--- src/rtl/shs_pkg.sv ---
package shs_pkg;

  // word queue between byte packer and compression engine
  localparam int unsigned FIFO_DEPTH = 16;
  localparam int unsigned FIFO_AW    = 4;

  // byte positions inside a 64-byte block, then round and digest word indices
  localparam logic [7:0] PAD_BYTE     = 8'h80;
  localparam logic [5:0] PAD_END_POS  = 6'd55;
  localparam logic [5:0] LAST_POS     = 6'd63;
  localparam logic [5:0] LAST_LOAD_RD = 6'd15;
  localparam logic [5:0] LAST_ROUND   = 6'd63;
  localparam logic [2:0] LAST_WORD_IX = 3'd7;

  // one message word on its way to the engine
  typedef struct packed {
    logic [31:0] word;
    logic        msg_end;
  } q_entry_t;

  typedef struct packed {
    logic     valid;
    q_entry_t entry;
  } q_push_t;

  localparam logic [31:0] ROUND_K [64] = '{
    32'h428a2f98, 32'h71374491, 32'hb5c0fbcf, 32'he9b5dba5,
    32'h3956c25b, 32'h59f111f1, 32'h923f82a4, 32'hab1c5ed5,
    32'hd807aa98, 32'h12835b01, 32'h243185be, 32'h550c7dc3,
    32'h72be5d74, 32'h80deb1fe, 32'h9bdc06a7, 32'hc19bf174,
    32'he49b69c1, 32'hefbe4786, 32'h0fc19dc6, 32'h240ca1cc,
    32'h2de92c6f, 32'h4a7484aa, 32'h5cb0a9dc, 32'h76f988da,
    32'h983e5152, 32'ha831c66d, 32'hb00327c8, 32'hbf597fc7,
    32'hc6e00bf3, 32'hd5a79147, 32'h06ca6351, 32'h14292967,
    32'h27b70a85, 32'h2e1b2138, 32'h4d2c6dfc, 32'h53380d13,
    32'h650a7354, 32'h766a0abb, 32'h81c2c92e, 32'h92722c85,
    32'ha2bfe8a1, 32'ha81a664b, 32'hc24b8b70, 32'hc76c51a3,
    32'hd192e819, 32'hd6990624, 32'hf40e3585, 32'h106aa070,
    32'h19a4c116, 32'h1e376c08, 32'h2748774c, 32'h34b0bcb5,
    32'h391c0cb3, 32'h4ed8aa4a, 32'h5b9cca4f, 32'h682e6ff3,
    32'h748f82ee, 32'h78a5636f, 32'h84c87814, 32'h8cc70208,
    32'h90befffa, 32'ha4506ceb, 32'hbef9a3f7, 32'hc67178f2
  };

  localparam logic [31:0] INIT_H [8] = '{
    32'h6a09e667, 32'hbb67ae85, 32'h3c6ef372, 32'ha54ff53a,
    32'h510e527f, 32'h9b05688c, 32'h1f83d9ab, 32'h5be0cd19
  };

  function automatic logic [31:0] big_sig0(input logic [31:0] x);
    return {x[1:0], x[31:2]} ^ {x[12:0], x[31:13]} ^ {x[21:0], x[31:22]};
  endfunction

  function automatic logic [31:0] big_sig1(input logic [31:0] x);
    return {x[5:0], x[31:6]} ^ {x[10:0], x[31:11]} ^ {x[24:0], x[31:25]};
  endfunction

  function automatic logic [31:0] sm_sig0(input logic [31:0] x);
    return {x[6:0], x[31:7]} ^ {x[17:0], x[31:18]} ^ {3'b000, x[31:3]};
  endfunction

  function automatic logic [31:0] sm_sig1(input logic [31:0] x);
    return {x[16:0], x[31:17]} ^ {x[18:0], x[31:19]} ^ {10'b0, x[31:10]};
  endfunction

endpackage

--- src/rtl/shs_front.sv ---
module shs_front
  import shs_pkg::*;
(
  input  logic       clk,
  input  logic       rst_n,
  input  logic       in_valid,
  output logic       in_stall,
  input  logic [7:0] in_byte_value,
  input  logic       in_byte_valid,
  input  logic       in_end_of_message,
  input  logic       fifo_full,
  output q_push_t    push
);

  typedef enum logic [1:0] {
    F_IDLE,
    F_PAD80,
    F_PADZ,
    F_PADLEN
  } f_state_t;

  f_state_t    state_r, state_nxt;
  logic [5:0]  pos_r, pos_nxt;
  logic [23:0] part_r, part_nxt;
  logic [63:0] bits_r, bits_nxt;

  logic       accept;
  logic       put;
  logic [7:0] byte_in;

  // items are taken only between messages' padding and while the queue has room
  assign in_stall = (state_r != F_IDLE) || fifo_full;
  assign accept   = in_valid && !in_stall;

  // byte source: message byte, pad marker, zero fill or length byte
  always_comb begin
    put     = 1'b0;
    byte_in = in_byte_value;
    case (state_r)
      F_IDLE: begin
        put     = accept && in_byte_valid;
        byte_in = in_byte_value;
      end
      F_PAD80: begin
        put     = !fifo_full;
        byte_in = PAD_BYTE;
      end
      F_PADZ: begin
        put     = !fifo_full;
        byte_in = 8'h00;
      end
      F_PADLEN: begin
        put     = !fifo_full;
        byte_in = bits_r[{~pos_r[2:0], 3'b000} +: 8];
      end
      default: begin
        put     = 1'b0;
        byte_in = 8'h00;
      end
    endcase
  end

  // a word goes to the queue with every fourth byte
  assign push.valid         = put && (pos_r[1:0] == 2'b11);
  assign push.entry.word    = {part_r, byte_in};
  assign push.entry.msg_end = (state_r == F_PADLEN) && (pos_r == LAST_POS);

  // padding sequencer and bit count
  always_comb begin
    state_nxt = state_r;
    pos_nxt   = put ? pos_r + 6'd1 : pos_r;
    part_nxt  = put ? {part_r[15:0], byte_in} : part_r;
    bits_nxt  = bits_r;
    case (state_r)
      F_IDLE: begin
        if (accept && in_byte_valid) bits_nxt = bits_r + 64'd8;
        if (accept && in_end_of_message) state_nxt = F_PAD80;
      end
      F_PAD80: begin
        if (put) state_nxt = (pos_r == PAD_END_POS) ? F_PADLEN : F_PADZ;
      end
      F_PADZ: begin
        if (put && (pos_r == PAD_END_POS)) state_nxt = F_PADLEN;
      end
      F_PADLEN: begin
        if (put && (pos_r == LAST_POS)) begin
          state_nxt = F_IDLE;
          bits_nxt  = '0;
        end
      end
      default: state_nxt = F_IDLE;
    endcase
  end

  always_ff @(posedge clk) begin
    if (!rst_n) begin
      state_r <= F_IDLE;
      pos_r   <= '0;
      bits_r  <= '0;
    end else begin
      state_r <= state_nxt;
      pos_r   <= pos_nxt;
      bits_r  <= bits_nxt;
    end
    part_r <= part_nxt;
  end

endmodule

--- src/rtl/shs_fifo.sv ---
module shs_fifo
  import shs_pkg::*;
(
  input  logic     clk,
  input  logic     rst_n,
  input  q_push_t  push,
  input  logic     pop,
  output logic     full,
  output logic     head_valid,
  output q_entry_t head
);

  q_entry_t             mem_r [FIFO_DEPTH];
  logic [FIFO_AW-1:0]   wr_ptr_r;
  logic [FIFO_AW-1:0]   rd_ptr_r;
  logic [FIFO_AW:0]     count_r;

  assign full       = (count_r == (FIFO_AW + 1)'(FIFO_DEPTH));
  assign head_valid = (count_r != '0);
  assign head       = mem_r[rd_ptr_r];

  // storage
  always_ff @(posedge clk) begin
    if (push.valid) mem_r[wr_ptr_r] <= push.entry;
  end

  // pointers and fill level
  always_ff @(posedge clk) begin
    if (!rst_n) begin
      wr_ptr_r <= '0;
      rd_ptr_r <= '0;
      count_r  <= '0;
    end else begin
      if (push.valid) wr_ptr_r <= wr_ptr_r + 1'b1;
      if (pop) rd_ptr_r <= rd_ptr_r + 1'b1;
      case ({push.valid, pop})
        2'b10:   count_r <= count_r + 1'b1;
        2'b01:   count_r <= count_r - 1'b1;
        default: count_r <= count_r;
      endcase
    end
  end

endmodule

--- src/rtl/shs_core.sv ---
module shs_core
  import shs_pkg::*;
(
  input  logic        clk,
  input  logic        rst_n,
  input  logic        head_valid,
  input  q_entry_t    head,
  output logic        pop,
  output logic        out_valid,
  input  logic        out_stall,
  output logic [31:0] out_digest_word,
  output logic [2:0]  out_word_index,
  output logic        out_last_word
);

  typedef enum logic [1:0] {
    C_ROUND,
    C_FOLD,
    C_EMIT
  } c_state_t;

  c_state_t    state_r;
  logic [5:0]  round_r;
  logic [31:0] v_r [8];
  logic [31:0] h_r [8];
  logic [31:0] w_r [16];
  logic        final_r;
  logic [2:0]  emit_idx_r;
  logic        out_valid_r;
  logic [31:0] out_digest_word_r;
  logic [2:0]  out_word_index_r;
  logic        out_last_word_r;

  logic        load_rd;
  logic        go;
  logic        emit_go;
  logic [31:0] w_calc;
  logic [31:0] w_cur;
  logic [31:0] ch;
  logic [31:0] maj;
  logic [31:0] t1;
  logic [31:0] t2;

  // message schedule: first 16 words from the queue, the rest expanded
  assign load_rd = (round_r[5:4] == 2'b00);
  assign w_calc  = sm_sig1(w_r[14]) + w_r[9] + sm_sig0(w_r[1]) + w_r[0];
  assign w_cur   = load_rd ? head.word : w_calc;

  assign go      = (state_r == C_ROUND) && (!load_rd || head_valid);
  assign pop     = go && load_rd;
  assign emit_go = (state_r == C_EMIT) && (!out_valid_r || !out_stall);

  // one compression round
  assign ch  = (v_r[4] & v_r[5]) ^ (~v_r[4] & v_r[6]);
  assign maj = (v_r[0] & v_r[1]) ^ (v_r[0] & v_r[2]) ^ (v_r[1] & v_r[2]);
  assign t1  = v_r[7] + big_sig1(v_r[4]) + ch + ROUND_K[round_r] + w_cur;
  assign t2  = big_sig0(v_r[0]) + maj;

  always_ff @(posedge clk) begin
    if (!rst_n) begin
      state_r     <= C_ROUND;
      round_r     <= '0;
      final_r     <= 1'b0;
      emit_idx_r  <= '0;
      out_valid_r <= 1'b0;
      for (int i = 0; i < 8; i++) begin
        h_r[i] <= INIT_H[i];
        v_r[i] <= INIT_H[i];
      end
    end else begin
      if (out_valid_r && !out_stall && !emit_go) out_valid_r <= 1'b0;
      case (state_r)
        // rounds, one per cycle while the queue holds the words the first 16 need
        C_ROUND: begin
          if (go) begin
            v_r[0] <= t1 + t2;
            v_r[1] <= v_r[0];
            v_r[2] <= v_r[1];
            v_r[3] <= v_r[2];
            v_r[4] <= v_r[3] + t1;
            v_r[5] <= v_r[4];
            v_r[6] <= v_r[5];
            v_r[7] <= v_r[6];
            for (int i = 0; i < 15; i++) w_r[i] <= w_r[i + 1];
            w_r[15] <= w_cur;
            if (round_r == LAST_LOAD_RD) final_r <= head.msg_end;
            round_r <= round_r + 6'd1;
            if (round_r == LAST_ROUND) state_r <= C_FOLD;
          end
        end
        // add the working variables into the chaining value
        C_FOLD: begin
          for (int i = 0; i < 8; i++) begin
            h_r[i] <= h_r[i] + v_r[i];
            v_r[i] <= h_r[i] + v_r[i];
          end
          emit_idx_r <= '0;
          state_r    <= final_r ? C_EMIT : C_ROUND;
        end
        // digest out, then back to the initial hash values
        C_EMIT: begin
          if (emit_go) begin
            out_valid_r       <= 1'b1;
            out_digest_word_r <= h_r[emit_idx_r];
            out_word_index_r  <= emit_idx_r;
            out_last_word_r   <= (emit_idx_r == LAST_WORD_IX);
            emit_idx_r        <= emit_idx_r + 3'd1;
            if (emit_idx_r == LAST_WORD_IX) begin
              state_r <= C_ROUND;
              for (int i = 0; i < 8; i++) begin
                h_r[i] <= INIT_H[i];
                v_r[i] <= INIT_H[i];
              end
            end
          end
        end
        default: state_r <= C_ROUND;
      endcase
    end
  end

  assign out_valid       = out_valid_r;
  assign out_digest_word = out_digest_word_r;
  assign out_word_index  = out_word_index_r;
  assign out_last_word   = out_last_word_r;

endmodule

--- src/rtl/sha256_stream_hasher_top.sv ---
// SHA-256 hasher fed one byte per item. Message bytes are taken one per cycle,
// while the queue has room and no padding is under way, into a 16-word queue;
// the compression engine behind it runs one round per cycle while the queue
// holds the words it needs, so each 64-byte block takes 64 rounds and one fold
// into the chaining value, and a long message streams at a rate set by the
// round loop. The end-of-message item is followed by up to 72 padding bytes,
// generated one per cycle while the queue has room (in_stall high throughout),
// then the final one or two blocks and eight digest words, H0 first with
// out_last_word on H7. After the last digest word the engine restarts from the
// initial hash values; bytes of the next message may be queued meanwhile.
module sha256_stream_hasher_top
  import shs_pkg::*;
(
  input  logic        clk,
  input  logic        rst_n,
  input  logic        in_valid,
  output logic        in_stall,
  input  logic [7:0]  in_byte_value,
  input  logic        in_byte_valid,
  input  logic        in_end_of_message,
  output logic        out_valid,
  input  logic        out_stall,
  output logic [31:0] out_digest_word,
  output logic [2:0]  out_word_index,
  output logic        out_last_word
);

  q_push_t  push;
  q_entry_t head;
  logic     fifo_full;
  logic     head_valid;
  logic     pop;

  // byte packer and padding
  shs_front u_front (
    .clk               (clk),
    .rst_n             (rst_n),
    .in_valid          (in_valid),
    .in_stall          (in_stall),
    .in_byte_value     (in_byte_value),
    .in_byte_valid     (in_byte_valid),
    .in_end_of_message (in_end_of_message),
    .fifo_full         (fifo_full),
    .push              (push)
  );

  // word queue
  shs_fifo u_fifo (
    .clk        (clk),
    .rst_n      (rst_n),
    .push       (push),
    .pop        (pop),
    .full       (fifo_full),
    .head_valid (head_valid),
    .head       (head)
  );

  // compression engine and digest output
  shs_core u_core (
    .clk             (clk),
    .rst_n           (rst_n),
    .head_valid      (head_valid),
    .head            (head),
    .pop             (pop),
    .out_valid       (out_valid),
    .out_stall       (out_stall),
    .out_digest_word (out_digest_word),
    .out_word_index  (out_word_index),
    .out_last_word   (out_last_word)
  );

`ifndef SYNTHESIS
  // packer never writes into a full queue
  a_no_overflow: assert property (@(posedge clk) disable iff (!rst_n)
    push.valid |-> !fifo_full)
    else $error("word pushed into full queue");

  // end of message starts padding, so the next cycle takes no item
  a_pad_stall: assert property (@(posedge clk) disable iff (!rst_n)
    (in_valid && !in_stall && in_end_of_message) |=> in_stall)
    else $error("item taken right after end of message");

  // digest words follow each other without a gap once one is taken
  a_digest_burst: assert property (@(posedge clk) disable iff (!rst_n)
    (out_valid && !out_stall && !out_last_word) |=> out_valid)
    else $error("gap inside digest burst");
`endif

endmodule
--- config.mk ---
export PLATFORM = sky130hd
export DESIGN_NAME = sha256_stream_hasher_top
export DESIGN_NICKNAME = d
export VERILOG_FILES = /design/src/rtl/shs_pkg.sv /design/src/rtl/shs_front.sv /design/src/rtl/shs_fifo.sv /design/src/rtl/shs_core.sv /design/src/rtl/sha256_stream_hasher_top.sv
export SDC_FILE = /design/constraint.sdc
export NUM_CORES = 2
export LEC_CHECK = 0
export ABC_AREA = 1
export BUFFER_PORTS_ARGS = -buffer_cell sky130_fd_sc_hd__buf_2
export CORE_UTILIZATION = 41
export DETAILED_ROUTE_END_ITERATION = 12
export MAX_ROUTING_LAYER = met4
export PLACE_DENSITY = 0.53
export SKIP_LAST_GASP = 1
export SYNTH_ARGS = -nofsm -noshare
export SYNTH_HDL_FRONTEND = slang
export SYNTH_SLANG_ARGS = --single-unit
--- constraint.sdc ---
create_clock -name clk -period 37 [get_ports clk]
set_input_delay 3.7 -clock clk [delete_from_list [all_inputs] [get_ports clk]]
set_output_delay 3.7 -clock clk [all_outputs]
set_load 0.02 [all_outputs]
# == Yosys cells after proc, flatten, opt, wreduce, memory -nomap -nowiden ==
# Memories as Yosys holds them, arrays and structs flattened. A register that Yosys moved wholly into a read port is not among the register bits.
# Index checks and enable logic that the tools add are counted.
# totals
ff_bits,126
latch_bits,0
ramBits,1552
rom_bits,2048
input_bits,14
out_inout_bits,38
word_cells,249
n_memories,5
# classes
addsub,26
multipliers,0
div,0
magnitude_cmp,1
eq_ne,23
shift,1
mux,83
bitwise_logic,59
n_reduce_logical,37
# memory_table
memory,depth,width,rd,rd_ports_with_merged_regs,wr,line,source
(no name shown),64,32,1,0,0,shs_core.sv:56,assign t1 = v_r[7] + big_sig1(v_r[4]) + ch + ROUND_K[round_r] + w_cur;
u_fifo.mem_r,16,33,1,1,1,shs_fifo.sv:13,q_entry_t mem_r [FIFO_DEPTH];
u_core.w_r,16,32,16,0,16,shs_core.sv:26,logic [31:0] w_r [16];
u_core.h_r,8,32,9,1,8,shs_core.sv:25,logic [31:0] h_r [8];
u_core.v_r,8,32,8,0,8,shs_core.sv:24,logic [31:0] v_r [8];
# op_table
cell,n
32-bit two-way mux,43
32-bit adder,18
32-bit bitwise XOR,9
32-bit AND,5
64-bit two-way mux,2
64-bit one-hot mux with 2 select lines,1
"64-bit by 4-bit adder with 64-bit output, second input constant",1
64-bit by 7-bit variable part select with 8-bit output,1
1-bit OR,40
32-bit inverter,1
8-bit one-hot mux with 4 select lines,1
32-bit by 22-bit bitwise XOR with 32-bit output,1
32-bit by 29-bit bitwise XOR with 32-bit output,1
1-bit two-way mux,19
"6-bit equality test, second input constant",3
2-bit two-way mux,9
"6-bit by 1-bit adder with 6-bit output, second input constant",2
1-bit logical AND,12
"2-bit by 1-bit inequality test with 1-bit output, second input constant",6
"2-bit equality test, second input constant",5
5-bit one-hot mux with 2 select lines,1
3-bit AND reduction,3
"4-bit by 1-bit adder with 4-bit output, second input constant",2
4-bit two-way mux,2
other kinds (24),42

# == Logic depth before layout (Yosys ltp) ==
# An unclocked memory read counts as a cell.
# depth
ltp_word,12
mapped_depth,52
mapped_depth_nobuf,52

# == By module ==
# A second synthesis with hierarchy kept.
# unflattened
cells_unflattened,10593
area_unflattened_um2,96923.0
# by_module_without_submodules
mod,n_inst,cells_each,area_each_um2,seq_area_each_um2
shs_core,1,7851,68743.4,29528.3
shs_fifo,1,1794,22316.4,16195.5
shs_front,1,948,5863.1,2102.0

# == Worst setup path after synthesis ==
# No wires, ideal clock.
# synth_timing
path_type,in2reg
startpoint,input port rst_n
endpoint,"memory u_core.w_r[0][0], enable pin"
setup_time_ns,1.079
arrival_ns,17.865
t_required_ns,35.921
path_slack_ns,18.056
path_stages,3
path_buffers,1
cell_sequence,nand2_4 inv_4 clkbuf_1
# synth_rtl
item,line,source
from (decl),sha256_stream_hasher_top.sv:15,"input logic rst_n,"
to (decl),shs_core.sv:26,

==> results.toml <==
[clocking]
root_buffer = "clkbuf_16"
clk_path_buf_depth = 3
ctsHoldBuffers = 0
clkSinkCount = 1711
cts_tree = "built"
clk_latency_ns = 0.91
clkSlewWorstSetupHoldPaths_ns = 0.06
cts_resized = 0
postCtsSetupRepairBufs = 0
cts_buffers = 193
htreeDepth = 4

[worst_setup_path]
timing.rr.start = "u_core.w_r[0][36]"
crit_path_end_kind = "register"
cpMostUsedCell = "inv_1"
critPathBufInv = 10
crit_path_top_delay_cell = "fa_1"
start_kind = "register"
crit_path_start = "u_core.w_r[0][36]"
cp_max_fo = 6
critPathMaxStageDelay_ns = 0.54
path_class = "reg2reg"
critPathArrivalTime_ns = 11.02
cpLargestDelayFamily = "adder cells"
required_ns = 37.74

[finish]
drive_above_1_share_pct = 5.94
fillers = 22700
syn_to_final_growth_pct = 10.4
multi_input_area_um2 = 42700
layout.nets = 11100
seq_area_um2 = 47800

[detailed_routing]
via_count = 79500
ant_nets = 0
drt_iter0_drc = 8924
totalWireLength_um = 390000
routed_via_density = 5.79
drc = 0
dr.pass1.iters = 6
avgRoutedWirePerCell_um = 28.4

[logic_synthesis]
ys_seq_area_share_pct = 49.6
syn_inst = 10500
yosys_warnings = 0
synth_seq_cells = 1711
syn_area_um2 = 96500
synth_area_leader_cell = "edfxtp_1"
synth_commonest_cells = "nand2_1 (1,763), edfxtp_1 (1,356), inv_1 (1,157)"
async_reset_ff_share_pct = 0
syn_nets = 11100
synth_most_common_cell = "nand2_1"
synth_edf_count = 1356
ys.flop_type = "edfxtp_1"
avgSynthCellArea_um2 = 9.20
synth_top_area_share_pct = 42.2
yosysUniqueCellTypes = 78
synthTopCellsByArea = "edfxtp_1 (42%), dfxtp_1 (7.4%), nand2_1 (6.9%), ha_1 (5.5%), o21ai_0 (5.0%)"

[global_route]
grt_pass1_wl_um = 553000
grt_overflow_total = 0
antenna_found_initial = 9
grt_pass1_vias = 75700
grt_max_degree = 215
track_usage_pct = 33.3

[sta]
slew_headroom_pct = 3.43
hold_violations = 0
worstMarginPinSlew_ns = 1.43
min_period_ns = 10.28
setup_viol = 0
rsz0062_at_grt = "false"
fmax_mhz = 97.3
tns_ns = 0
fin_crit_sh_pct = 27.8
finClkSkew_ns = 0.111
slew_violations = 0

[run_status]
status = "completed"

[die]
ios = 52
die_area_um2 = 237000
die_h_um = 487
design.core.area_um2 = 233000
die_w_um = 487
num_rows = 177
start_util_pct = 41.4

[worst_hold_path]
min_path_type = "reg2reg"
hold_start = "u_core.w_r[0][157]"

[place]
routabilityCongestion = 1.05
dpl.hpwl_um = 286000
io_buffers = 51

[flow_run]
maxCapViolCount = 0
## area by class of cell
class                   instances  share of cell area, %
inverters                    1183                   4.21
diodes                          6                 0.0141
multi-input cells            7173                   40.0
clock inverters               105                   1.18
well taps                    3132                   3.68
flip-flops and latches       1711                   44.9
repair buffers                173                   1.12
clock buffers                 251                   4.83
## worst paths after layout
path                              to  slack (ns)  depth (start not counted)
setup / recovery   u_core.v_r[0][26]       26.72                         45
hold / removal    u_core.w_r[0][125]        0.36                          0
setup reg to reg   u_core.v_r[0][26]       26.72                         45
hold reg to reg   u_core.w_r[0][125]        0.36                          0
## worst reg2reg max path, delay by kind of cell, from the launching register on
family	cells	cell delay, ns
AOI/OAI and AO/OA	4	0.88
xor gates and xnor gates	3	0.92
adders and majority gates	9	4.06
buffers and inverters	10	1.01
DFF	1	0.47
and+or+nand+nor	19	2.81
## per-layer routing
layer	share of wire (%)	GRT usage (%)
met1	45	46.7
met2	44	49.6
met3	7.5	4.71
met4	3.7	10.9
met5	0	-
## stage by stage
step	hold WS, ns	utilization [%]	instance area, µm²	instances	setup WS [ns]
finish	0.364	45.7	107000	13700	26.72
global route	0.378	45.7	107000	13700	26.15
CTS	0.368	45.7	107000	13700	26.71
detailed placement	0.405	42.9	100000	13400	26.85
global placement	0.401	42.9	100000	13400	26.83
floorplan	0.400	-	96500	10500	18.06
## kinds of logic (layout without fill, tap and decap cells)
| group | count (synthesis) | in the layout | share of synthesized area, % |
|---|---|---|---|
| AND/OR/NAND/NOR | 3587 | 3587 | 15.5 |
| AO/OA/AOI/OAI | 2554 | 2554 | 15.3 |
| flip-flops | 1711 | 1711 | 49.6 |
| buffers and inverters | 1607 | 1712 | 6.41 |
| adder cells (fa/ha/maj) | 619 | 619 | 9.55 |
| XOR/XNOR | 409 | 409 | 3.71 |
| multiplexers | 4 | 4 | 0.0441 |
| other | 0 | 6 | 0 |
## layout by cell type, fill, tap and decap left out, drive strengths merged, types with 16 or more instances in the layout
| cell | instances |
|---|---|
| a21o | 71 |
| nor4 | 31 |
| nor3 | 112 |
| buf | 173 |
| o31ai | 17 |
| dfxtp | 355 |
| fa | 196 |
| o2111ai | 30 |
| nor2 | 1060 |
| o22ai | 87 |
| o221ai | 115 |
| nand2 | 1767 |
| edfxtp | 1356 |
| o21a | 23 |
| nand4 | 84 |
| bufinv | 16 |
| or2 | 73 |
| o21ai | 1021 |
| o211ai | 82 |
| clkinv | 85 |
| a21oi | 821 |
| xor2 | 235 |
| nand3 | 428 |
| a21boi | 21 |
| a31oi | 89 |
| a221oi | 48 |
| clkbuf | 251 |
| ha | 421 |
| inv | 1181 |
| xnor2 | 174 |
| o21bai | 73 |
## state kept, by name (all words and copies together) (netlist names), 4 cells and up, named ones only
signal / flops
u_fifo.mem_r: 528
u_front.bits_r: 61
u_fifo.count_r: 5
u_core.w_r: 512
u_core.out_digest_word: 32
u_core.round_r: 6
u_core.h_r: 256
u_fifo.wr_ptr_r: 4
u_front.pos_r: 6
u_fifo.rd_ptr_r: 4
u_front.part_r: 24
u_core.v_r: 256
Power is left out: the tool's default activity adds up to more than one toggle a clock period on the data nets, which glitch-free logic cannot reach.
